[config.mk]
export PLATFORM = sky130hd
export DESIGN_NAME = cbor_item_validator_unit
export DESIGN_NICKNAME = d
export VERILOG_FILES = /design/src/design/civ_pkg.sv /design/src/design/civ_datapath.sv /design/src/design/civ_controller.sv /design/src/design/cbor_item_validator_unit.sv
export VERILOG_INCLUDE_DIRS = /design/src /design/src/design
export SDC_FILE = /design/constraint.sdc
export NUM_CORES = 1
export LEC_CHECK = 0
export ABC_AREA = 1
export CAP_MARGIN = 20
export CORE_AREA = 2 2 219 178
export DETAILED_ROUTE_END_ITERATION = 16
export DIE_AREA = 0 0 221 180
export DONT_BUFFER_PORTS = 1
export PLACE_DENSITY_LB_ADDON = 0.05
export SYNTH_ARGS = -nofsm -noshare
export SYNTH_HDL_FRONTEND = slang
export SYNTH_SLANG_ARGS = --single-unit
[constraint.sdc]
create_clock -name aclk -period 11.55 [get_ports aclk]
set_clock_uncertainty 0.15 [all_clocks]
set_input_delay 1.155 -clock aclk [delete_from_list [all_inputs] [get_ports aclk]]
set_output_delay 1.155 -clock aclk [all_outputs]
set_load 0.01 [all_outputs]
[src/design/cbor_item_validator_unit_defines.svh]
// Assertion macros shared by the validator modules.
`ifndef CBOR_ITEM_VALIDATOR_UNIT_DEFINES_SVH
`define CBOR_ITEM_VALIDATOR_UNIT_DEFINES_SVH
`ifndef NO_ASSERTIONS
`define CIV_ASSERT(label, clk, rstn, prop) \
    label: assert property (@(posedge clk) disable iff (!rstn) prop) \
        else $error("assertion failed");
`define CIV_ASSERT_NR(label, clk, prop) \
    label: assert property (@(posedge clk) prop) else $error("assertion failed");
`else
`define CIV_ASSERT(label, clk, rstn, prop)
`define CIV_ASSERT_NR(label, clk, prop)
`endif
`endif

[src/design/civ_pkg.sv]
// Package with the types and constants of the CBOR item validator.
`timescale 1ns / 1ps
package civ_pkg;
    localparam int MaxDepth = 8;
    localparam int LvlW = $clog2(MaxDepth + 2);
    localparam int IdxW = $clog2(MaxDepth + 1);

    localparam logic [3:0] StBusy      = 4'd0;
    localparam logic [3:0] StDone      = 4'd1;
    localparam logic [3:0] StReserved  = 4'd2;
    localparam logic [3:0] StNonShort  = 4'd3;
    localparam logic [3:0] StBadSimple = 4'd4;
    localparam logic [3:0] StStrLong   = 4'd5;
    localparam logic [3:0] StBigCont   = 4'd6;
    localparam logic [3:0] StDeep      = 4'd7;
    localparam logic [3:0] StTrunc     = 4'd8;
    localparam logic [3:0] StBufLong   = 4'd9;

    localparam logic RegMaxBytes = 1'b0;
    localparam logic RegMaxItems = 1'b1;

    typedef enum logic [1:0] {
        CTL_IDLE,
        CTL_EXEC,
        CTL_OUT
    } ctl_state_t;

    typedef struct packed {
        logic load;
        logic exec;
    } dp_cmd_t;

    typedef struct packed {
        logic pop_more;
    } dp_stat_t;
endpackage

[src/design/civ_datapath.sv]
// Datapath of the validator: parse registers, count stack and result register.
`timescale 1ns / 1ps
`include "cbor_item_validator_unit_defines.svh"
module civ_datapath (
    input  logic               aclk,
    input  logic               aresetn,
    input  logic               cfg_we,
    input  logic [0:0]         cfg_index,
    input  logic [15:0]        cfg_wdata,
    input  logic [7:0]         in_byte,
    input  logic               end_of_buffer,
    input  civ_pkg::dp_cmd_t   cmd,
    output civ_pkg::dp_stat_t  stat,
    output logic [3:0]         status,
    output logic               buffer_ok,
    output logic               last_result
);
    logic [15:0] max_bytes_reg;
    logic [7:0]  max_items_reg;
    logic [7:0]  byte_reg;
    logic        last_reg;
    logic [1:0]  phase_reg, phase_next;
    logic [3:0]  ext_left_reg, ext_left_next;
    logic [3:0]  ext_size_reg, ext_size_next;
    logic [2:0]  major_reg, major_next;
    logic [63:0] acc_reg, acc_next;
    logic [15:0] str_left_reg, str_left_next;
    logic [civ_pkg::LvlW-1:0] lvl_reg, lvl_next;
    logic [16:0] cnt_reg, cnt_next;
    logic [3:0]  err_reg, err_next;
    logic        pop_reg, pop_next;
    logic [3:0]  st_reg, st_next;
    logic        ok_reg, ok_next;
    logic        last_out_reg;
    logic [8:0]  stack [civ_pkg::MaxDepth+1];
    logic        push;
    logic [8:0]  push_val;
    logic        dec;
    logic [8:0]  top, top_dec;
    logic        top_valid;

    assign top_valid = (lvl_reg != '0) && (lvl_reg <= civ_pkg::LvlW'(civ_pkg::MaxDepth + 1));
    assign top = top_valid ? stack[civ_pkg::IdxW'(lvl_reg - civ_pkg::LvlW'(1))] : 9'd0;
    assign top_dec = top - 9'd1;
    assign stat.pop_more = pop_next;

    always_comb begin
        logic [4:0]  ai;
        logic [3:0]  st;
        logic [3:0]  err;
        logic        fin;
        logic        hd;
        logic [63:0] v;
        logic [16:0] cnt;
        logic [8:0]  cntc;
        phase_next = phase_reg;
        ext_left_next = ext_left_reg;
        ext_size_next = ext_size_reg;
        major_next = major_reg;
        acc_next = acc_reg;
        str_left_next = str_left_reg;
        lvl_next = lvl_reg;
        cnt_next = cnt_reg;
        err_next = err_reg;
        pop_next = 1'b0;
        st_next = st_reg;
        ok_next = ok_reg;
        push = 1'b0;
        push_val = '0;
        dec = 1'b0;
        ai = byte_reg[4:0];
        st = civ_pkg::StBusy;
        err = err_reg;
        fin = 1'b0;
        hd = 1'b0;
        v = acc_reg;
        cntc = '0;
        cnt = (cnt_reg != 17'h1FFFF) ? cnt_reg + 17'd1 : cnt_reg;
        if (cmd.exec && !pop_reg) begin
            cnt_next = cnt;
            if (err == '0 && cnt > {1'b0, max_bytes_reg}) begin
                err = civ_pkg::StBufLong;
            end
            if (err == '0) begin
                if (phase_reg == 2'd0) begin
                    if (lvl_reg > civ_pkg::LvlW'(civ_pkg::MaxDepth)) begin
                        st = civ_pkg::StDeep;
                    end else begin
                        major_next = byte_reg[7:5];
                        if (ai >= 5'd28) begin
                            st = civ_pkg::StReserved;
                        end else if (ai < 5'd24) begin
                            v = {59'd0, ai};
                            acc_next = v;
                            hd = 1'b1;
                        end else begin
                            ext_size_next = 4'd1 << ai[1:0];
                            ext_left_next = 4'd1 << ai[1:0];
                            acc_next = '0;
                            phase_next = 2'd1;
                        end
                    end
                end else if (phase_reg == 2'd1) begin
                    v = {acc_reg[55:0], byte_reg};
                    acc_next = v;
                    if (ext_left_reg == 4'd1 || ext_left_reg == 4'd0) begin
                        ext_left_next = 4'd0;
                        phase_next = 2'd0;
                        if ((ext_size_reg == 4'd1 && v < 64'd24) ||
                            (ext_size_reg == 4'd2 && v <= 64'hFF) ||
                            (ext_size_reg == 4'd4 && v <= 64'hFFFF) ||
                            (ext_size_reg == 4'd8 && v <= 64'hFFFF_FFFF)) begin
                            st = civ_pkg::StNonShort;
                        end else begin
                            hd = 1'b1;
                        end
                    end else begin
                        ext_left_next = ext_left_reg - 4'd1;
                    end
                end else begin
                    if (str_left_reg <= 16'd1) begin
                        str_left_next = '0;
                        phase_next = 2'd0;
                        fin = 1'b1;
                    end else begin
                        str_left_next = str_left_reg - 16'd1;
                    end
                end
                if (hd) begin
                    unique case (phase_reg == 2'd0 ? byte_reg[7:5] : major_reg)
                        3'd0, 3'd1: fin = 1'b1;
                        3'd2, 3'd3: begin
                            if (v > {48'd0, max_bytes_reg}) begin
                                st = civ_pkg::StStrLong;
                            end else if (v == 64'd0) begin
                                fin = 1'b1;
                            end else begin
                                str_left_next = v[15:0];
                                phase_next = 2'd2;
                            end
                        end
                        3'd4, 3'd5: begin
                            if (v > {56'd0, max_items_reg}) begin
                                st = civ_pkg::StBigCont;
                            end else begin
                                cntc = ((phase_reg == 2'd0 ? byte_reg[7:5] : major_reg) == 3'd5)
                                    ? {v[7:0], 1'b0} : {1'b0, v[7:0]};
                                if (cntc == '0) begin
                                    fin = 1'b1;
                                end else if (lvl_reg > civ_pkg::LvlW'(civ_pkg::MaxDepth)) begin
                                    st = civ_pkg::StDeep;
                                end else begin
                                    push = 1'b1;
                                    push_val = cntc;
                                    lvl_next = lvl_reg + civ_pkg::LvlW'(1);
                                end
                            end
                        end
                        3'd7: begin
                            if (v == 64'd20 || v == 64'd21) begin
                                fin = 1'b1;
                            end else begin
                                st = civ_pkg::StBadSimple;
                            end
                        end
                        default: st = civ_pkg::StBadSimple;
                    endcase
                end
                if (st >= 4'd2) begin
                    err = st;
                end
            end
            err_next = err;
            st_next = (err != '0) ? err : st;
            if (fin) begin
                if (!top_valid) begin
                    st_next = civ_pkg::StDone;
                end else begin
                    dec = 1'b1;
                    if (top_dec == '0) begin
                        lvl_next = lvl_reg - civ_pkg::LvlW'(1);
                        pop_next = 1'b1;
                    end
                end
            end
        end else if (cmd.exec && pop_reg) begin
            if (!top_valid) begin
                st_next = civ_pkg::StDone;
            end else begin
                dec = 1'b1;
                if (top_dec == '0) begin
                    lvl_next = lvl_reg - civ_pkg::LvlW'(1);
                    pop_next = 1'b1;
                end
            end
        end
        if (cmd.exec && !pop_next) begin
            ok_next = 1'b0;
            if (last_reg) begin
                if (err_next == '0 && (phase_next != 2'd0 || lvl_next != '0)) begin
                    err_next = civ_pkg::StTrunc;
                end
                if (err_next != '0) begin
                    st_next = err_next;
                end
                ok_next = (err_next == '0);
                phase_next = '0;
                ext_left_next = '0;
                ext_size_next = '0;
                major_next = '0;
                acc_next = '0;
                str_left_next = '0;
                lvl_next = '0;
                cnt_next = '0;
                err_next = '0;
            end
        end
    end

    always_ff @(posedge aclk) begin
        if (!aresetn) begin
            max_bytes_reg <= 16'd1024;
            max_items_reg <= 8'd16;
            phase_reg <= '0;
            ext_left_reg <= '0;
            ext_size_reg <= '0;
            major_reg <= '0;
            acc_reg <= '0;
            str_left_reg <= '0;
            lvl_reg <= '0;
            cnt_reg <= '0;
            err_reg <= '0;
            pop_reg <= 1'b0;
            st_reg <= '0;
            ok_reg <= 1'b0;
            last_out_reg <= 1'b0;
        end else begin
            if (cfg_we && cfg_index == civ_pkg::RegMaxBytes) begin
                max_bytes_reg <= cfg_wdata;
            end
            if (cfg_we && cfg_index == civ_pkg::RegMaxItems) begin
                max_items_reg <= cfg_wdata[7:0];
            end
            phase_reg <= phase_next;
            ext_left_reg <= ext_left_next;
            ext_size_reg <= ext_size_next;
            major_reg <= major_next;
            acc_reg <= acc_next;
            str_left_reg <= str_left_next;
            lvl_reg <= lvl_next;
            cnt_reg <= cnt_next;
            err_reg <= err_next;
            pop_reg <= pop_next;
            st_reg <= st_next;
            ok_reg <= ok_next;
            if (cmd.exec && !pop_next) begin
                last_out_reg <= last_reg;
            end
        end
    end

    always_ff @(posedge aclk) begin
        if (cmd.load) begin
            byte_reg <= in_byte;
            last_reg <= end_of_buffer;
        end
        if (push) begin
            stack[civ_pkg::IdxW'(lvl_reg)] <= push_val;
        end else if (dec) begin
            stack[civ_pkg::IdxW'(lvl_reg - civ_pkg::LvlW'(1))] <= top_dec;
        end
    end

    assign status = st_reg;
    assign buffer_ok = ok_reg;
    assign last_result = last_out_reg;

    `CIV_ASSERT(a_lvl_range, aclk, aresetn, lvl_reg <= civ_pkg::LvlW'(civ_pkg::MaxDepth + 1))
    `CIV_ASSERT(a_ok_clean, aclk, aresetn, ok_reg |-> st_reg == civ_pkg::StDone || st_reg == civ_pkg::StBusy)
    `CIV_ASSERT(a_ok_last, aclk, aresetn, ok_reg |-> last_out_reg)
endmodule

[src/design/civ_controller.sv]
// Controller state machine sequencing one request through the datapath.
`timescale 1ns / 1ps
`include "cbor_item_validator_unit_defines.svh"
module civ_controller (
    input  logic              aclk,
    input  logic              aresetn,
    input  logic              s_valid,
    output logic              s_ready,
    output logic              m_valid,
    input  logic              m_ready,
    output civ_pkg::dp_cmd_t  cmd,
    input  civ_pkg::dp_stat_t stat
);
    civ_pkg::ctl_state_t state_reg, state_next;

    always_comb begin
        state_next = state_reg;
        unique case (state_reg)
            civ_pkg::CTL_IDLE: if (s_valid) state_next = civ_pkg::CTL_EXEC;
            civ_pkg::CTL_EXEC: if (!stat.pop_more) state_next = civ_pkg::CTL_OUT;
            civ_pkg::CTL_OUT:  if (m_ready) state_next = civ_pkg::CTL_IDLE;
            default:           state_next = civ_pkg::CTL_IDLE;
        endcase
    end

    always_comb begin
        s_ready = 1'b0;
        m_valid = 1'b0;
        cmd = '0;
        unique case (state_reg)
            civ_pkg::CTL_IDLE: begin
                s_ready = 1'b1;
                cmd.load = s_valid;
            end
            civ_pkg::CTL_EXEC: cmd.exec = 1'b1;
            civ_pkg::CTL_OUT:  m_valid = 1'b1;
            default: ;
        endcase
    end

    always_ff @(posedge aclk) begin
        if (!aresetn) begin
            state_reg <= civ_pkg::CTL_IDLE;
        end else begin
            state_reg <= state_next;
        end
    end

    `CIV_ASSERT(a_hold, aclk, aresetn, (m_valid && !m_ready) |=> m_valid)
    `CIV_ASSERT(a_excl, aclk, aresetn, !(s_ready && m_valid))
    `CIV_ASSERT(a_load, aclk, aresetn, (s_valid && s_ready) |=> cmd.exec)
endmodule

[src/design/cbor_item_validator_unit.sv]
// Top level of the CBOR item validator.
`timescale 1ns / 1ps
// Checks a buffer, one byte per request, for well-formed items of a restricted
// CBOR subset and returns one status result per byte. A byte passes through
// the steps load, execute and output; the execute step repeats for each container
// that the byte closes, since the count stack pops one level per cycle.
// Registers: index 0 max_bytes, index 1 max_container_items.
module cbor_item_validator_unit (
    input  logic        aclk,
    input  logic        aresetn,
    input  logic        cfg_we,
    input  logic [0:0]  cfg_index,
    input  logic [15:0] cfg_wdata,
    input  logic        s_valid,
    output logic        s_ready,
    input  logic [7:0]  s_in_byte,
    input  logic        s_end_of_buffer,
    output logic        m_valid,
    input  logic        m_ready,
    output logic [3:0]  m_status,
    output logic        m_buffer_ok,
    output logic        m_last_result
);
    civ_pkg::dp_cmd_t  cmd;
    civ_pkg::dp_stat_t stat;

    civ_controller u_ctl (
        .aclk(aclk), .aresetn(aresetn), .s_valid(s_valid), .s_ready(s_ready),
        .m_valid(m_valid), .m_ready(m_ready), .cmd(cmd), .stat(stat)
    );

    civ_datapath u_dp (
        .aclk(aclk), .aresetn(aresetn), .cfg_we(cfg_we), .cfg_index(cfg_index),
        .cfg_wdata(cfg_wdata), .in_byte(s_in_byte), .end_of_buffer(s_end_of_buffer),
        .cmd(cmd), .stat(stat), .status(m_status), .buffer_ok(m_buffer_ok),
        .last_result(m_last_result)
    );
endmodule

Word level (Yosys, flattened, before mapping)
Memory sizes are Yosys's and may differ from the RTL's. Index checks and enable logic that the tools add are counted.

RAM bits: 81. Register bits: 160. Logic and storage cells: 285. Memories: 1. Output and inout port bits: 8. Input bits: 31.

Memory list: u_dp.stack (words 9, bits a word 9, rd ports 1, clocked after memory_dff 0, wr ports 1, line civ_datapath.sv:35) `logic [8:0] stack [civ_pkg::MaxDepth+1];`.

Eq/ne operators: 20. Add/subtract/negate cells: 6. Bitwise logic cells: 1. Muxes and demuxes: 184. Reduce and logical (&&, ||, !) cells: 41. Shift-type cells: 1. Magnitude comparators: 13.

Operators with widths (number): 2-to-1 mux 64 bit (14); 2-to-1 mux 4 bit (67); 2-to-1 mux 16 bit (11); == test 64 x 5 -> 1 bit (second input constant) (2); 2-to-1 mux 9 bit (10); 2-to-1 mux 17 bit (4); greater-than comparator 64 x 16 -> 1 bit (1); greater-than comparator 64 x 8 -> 1 bit (1); less-or-equal comparator 64 x 16 -> 1 bit (second input constant) (1); less-or-equal comparator 64 x 32 -> 1 bit (second input constant) (1); less-or-equal comparator 64 x 8 -> 1 bit (second input constant) (1); zero test 64 bit (1); less-than comparator 64 x 5 -> 1 bit (second input constant) (1); 2-to-1 mux 1 bit (47); 2-to-1 mux 2 bit (20); 2-to-1 mux 3 bit (7); zero test 4 bit (5); zero test 9 bit (2); adder 17 x 1 -> 17 bit (second input constant) (1); greater-than comparator 17 x 16 -> 1 bit (1); != test 17 bit (second input constant) (1); less-or-equal comparator 16 x 1 -> 1 bit (second input constant) (1); one-hot mux 4 bit (4 select lines) (1); nonzero test 4 bit (4); 33 further kinds (61).

Logic depth before layout (Yosys ltp)
Depth in word-level cells: 31. Mapped depth: 34. Mapped depth without buffers: 33.

By module
A second synthesis with hierarchy kept.

Cells, all modules: 1969. Area, all modules: 14928.1 um^2.

By module, submodules not included: civ_datapath (instances 1, cells each 1953, area an instance 14818.0 um^2, sequential area each 5685.5 um^2); civ_controller (instances 1, cells each 16, area an instance 110.1 um^2, sequential area each 40.0 um^2).

Least setup slack after synthesis
No wires, ideal clock.

Path kind: reg2reg. From: register u_dp.lvl_reg[0] (netlist bit). To: memory u_dp.stack[2][0], enable pin. Stages on the path, launching flop included: 29. Required time: 11026 ps. Slack: 6630 ps. Period minus slack after synthesis: 4920 ps. Setup time: 374 ps. Arrival time: 4396 ps. Buffers on the path: 4. Cell sequence: dfxtp_1 -> inv_1 -> buf_2 -> buf_2 -> ha_1 -> inv_1 -> nor2_1 -> nor2_4 -> nor2_4 -> nand2_1 -> buf_2 -> nand2_1 -> inv_1 -> ha_1 -> nand2_1 -> nor2_1 -> nand3_1 -> o21ai_0 -> nand4_1 -> nand2_1 -> nand3_2 -> nand3_4 -> nand2_2 -> o21ai_2 -> nand2_2 -> buf_6 -> xor2_2 -> nand3b_1 -> nor2_1.

Cells in the longest elaborated chain, start to end: 20. Elaborated cells between the ends (all ways): 49. Classes of those cells: add/sub: 1; order compare: 4; eq/ne: 2; mux: 36; reduce/logical: 6.

Ends and longest elaborated chain: start, declared (line civ_datapath.sv:28) `logic [civ_pkg::LvlW-1:0] lvl_reg, lvl_next;`; start signal, assigned (line civ_datapath.sv:250) `lvl_reg <= lvl_next;`; parallel branches: the longest is 20 deep, another holds greater-than comparator 64 x 8 -> 1 bit; end, declared (line civ_datapath.sv:35).

Parallel ways; which one is timed is not known. The select of a mux whose other input is x is not followed.

Worst setup path after layout
From: register u_dp.phase_reg[1]. To: memory u_dp.stack[5][3], enable pin.

Cells in the longest elaborated chain, start to end: 20. Elaborated cells between the ends (all ways): 56. Classes of those cells: order compare: 2; eq/ne: 9; mux: 36; reduce/logical: 9.

Ends and longest elaborated chain: start, declared (line civ_datapath.sv:22) `logic [1:0] phase_reg, phase_next;`; start signal, assigned (line civ_datapath.sv:244) `phase_reg <= phase_next;`; parallel branches: the longest is 20 deep, another holds greater-than comparator 64 x 8 -> 1 bit.

Parallel ways; which one is timed is not known. The select of a mux whose other input is x is not followed.

==> results.yml <==
outcome:
  status: "completed"
drt:
  m1WireLength_mm: 23.43
  ant_nets: 0
  routed-wl-met3_mm: 2.628
  dr_wl_met2_mm: 18.99
  wl_mm: 46.11
  wl_per_cell_um: 18.10
  highest_layer: "met4"
  dr.pass1.iters: 5
  drc_errors: 0
  vias_per_cell: 5.387
  drt-initial-drc-count: 1291
  vias: 13730
worst_setup_path:
  endpoint_kind: "flip-flop"
  cp.required_ns: 11.60
  r2r_setup_slack_ns: 4.83
  criticalPathCategory: "flip-flop to flip-flop"
  reg2reg_from: "u_dp.phase_reg[1]"
  ff2ff_path_depth: 25
  rr_endpoint: "u_dp.stack[5][3]"
  critical_path.startpoint: "u_dp.phase_reg[1]"
  worst-path-max-fanout: 53
  start_kind: "flip-flop"
  crit_arrival_ns: 6.77
synthesis:
  yosys_most_used_dff: "dfxtp_1"
  syn_area_um2: 14930
  synthCells: 2085
  synth_nets: 2167
  ys_types: 57
  yosysTopAreaCell: "dfxtp_1"
  ys_ff_latch: 241
  synth-async-reset-ratio_pct: 0
  syn_area_per_cell_um2: 7.159
  yosysMostFrequentCell: "nand2_1"
  synthTopCellsByArea: "dfxtp_1 20%, edfxtp_1 18%, nand2_1 12%"
  synth-edff-count: 90
  ys.warnings.count: 0
  synth_commonest_cells: "475 x nand2_1, 236 x nor2_1, 211 x inv_1"
  synth_top_cell_area_share_pct: 20.25
  seq_area_frac_synth_pct: 38.36
sta:
  tightest_slew_ns: 1.084
  final-hold-violation-count: 0
  setup_tns_ns: 0
  timing.hold.ws_ns: 0.3178
  max_freq_mhz: 148.8
  final-max-slew-violation-count: 0
  period_minus_slack_ns: 6.721
  setup_viol: 0
  grt_setup_unrepaired: "no"
  worst_slack_ns: 4.829
  max_slew_margin_pct: 27.46
  period_share_pct: 58.19
placement:
  io_buffers: 0
  gp_congestion: 0.8802
  pre_cts_ws_ns: 4.844
  placed_cells: 2496
  place_area_um2: 15190
  dp_hpwl_mm: 32.43
layout:
  fin_cells: 2548
  area_growth_pct: 7.812
  antenna_cells: 0
  largest_reg_flops: 81
  nets: 2113
  drive_above_1_share_pct: 7.209
  fin_area_um2: 16090
floorplanning:
  die_area_um2: 39780
  core_area_um2: 37720
  fp.dieW_um: 221
  die-height_um: 180
  start_util_pct: 39.58
  rows: 64
  ioPinCount: 39
global_routing:
  first_global_vias: 12550
  grt.overflow.total: 0
  grtUsageTotal_pct: 22.80
  grt_start_max_net_pins: 95
  grt_pass1_wl_mm: 72.67
  antenna_found_initial: 0
min_path:
  hold_end: "u_dp.max_items_reg[7]"
  min_path_cells: 2
  hold_class: "flip-flop to flip-flop"
  min_from: "u_dp.max_items_reg[7]"
cts:
  clock_path_buffers: 3
  cts_tree: "built"
  cts.sinks: 241
  cts_root_buf: "clkbuf_16"
  path_clk_slew_ns: 0.06
  post_cts_buffers: 0
  cts_made_buffers: 28
  clk_latency_ns: 0.59
  cts_hold_buf: 0
  cts_resized: 0
  cts-htree-levels: 1
run:
  maxCapViolations: 0
power:
  p_leak_nw: 6.741
  powerDensity_nw_per_um2: 149.5
  irDropWorstVdd_mv: 0.1168
==> where the power goes <==
group | switching [W] | leakage (nW) | total [W] | internal, W
Combinational | 0.000383 | 4.28 | 0.000556 | 0.000173
Clock | 0.000381 | 0.432 | 0.000880 | 0.000499
Sequential | 0.0000470 | 2.03 | 0.000970 | 0.000923
Total | 0.000811 | 6.74 | 0.00241 | 0.00159
==> final cells by class <==
cell class                      count  area, um2
Timing Repair Buffer               17      127.6
Clock buffer                       34      733.2
Clock inverter                     18      168.9
Tap cell                          495      619.3
Inverter                          228      858.3
Sequential cell                   241       5727
Multi-Input combinational cell   1515       7859
Fill cell                        3937      21620
==> critical path, stage by stage, from the launching register on <==
cell     delay (ns)
dfxtp_2        0.31
buf_4          0.31
inv_2          0.10
buf_4          0.48
nand2_2        0.53
o21ai_1        0.26
inv_1          0.07
nand2_1        0.26
inv_1          0.13
ha_1           0.31
nand2_1        0.06
nor2_1         0.14
nand3_1        0.08
o21ai_0        0.48
nand4_1        0.25
nand2_1        0.13
nand3_2        0.10
nand3_4        0.14
nand2_2        0.08
o21ai_2        0.18
nand2_2        0.21
inv_1          0.33
nand2_1        0.10
o21ai_2        0.13
nand2_2        0.11
nor2_1         0.84
==> cells in the final DEF (no fill, tap or decap), types with 30 or more instances in the layout <==
| cell | instances |
|---|---|
| a211oi_1 | 30 |
| a21oi_1 | 130 |
| dfxtp_1 | 150 |
| edfxtp_1 | 90 |
| ha_1 | 51 |
| inv_1 | 211 |
| nand2_1 | 475 |
| nand3_1 | 156 |
| nand4_1 | 36 |
| nor2_1 | 235 |
| o21ai_0 | 182 |
==> metrics by stage <==
step	power, W	utilization [%]
after global routing	0.002544	42.67
after detailed placement	0.001537	40.28
after global placement	0.001536	40.26
final	0.002406	42.67
after CTS	0.002425	42.67
after floorplan	0.001392	-
==> per-layer routing <==
metal  global-route usage, %  vias to the layer above
met2                   33.11                      367
met3                   3.465                       62
met5                       0                        -
met4                   5.745                        0
li1                        -                     6934
met1                   34.94                     6364
==> worst max path at each step <==
| stage | endpoint | slack, ns | depth (start not counted) |
|---|---|---|---|
| finish | u_dp.stack[5][3] | 4.83 | 25 |
| global route | u_dp.stack[5][3] | 4.33 | 25 |
| CTS | u_dp.stack[5][3] | 4.84 | 25 |
| detailed placement | u_dp.stack[5][4] | 4.84 | 25 |
| global placement | u_dp.stack[5][6] | 4.92 | 25 |
| floorplan | u_dp.stack[2][0] | 6.63 | 28 |
==> kinds of logic after synthesis <==
kind of cell	count (synthesis)	share of synthesized area (%)
buffers and inverters	329	9.044
xor gates and xnor gates	19	1.165
muxes	3	0.2012
and+or+nand+nor	975	28.11
DFF	241	38.36
AOI/OAI and AO/OA	467	18.85
adders and majority gates	51	4.275
No activity file was read; power rests on OpenSTA's default activity.
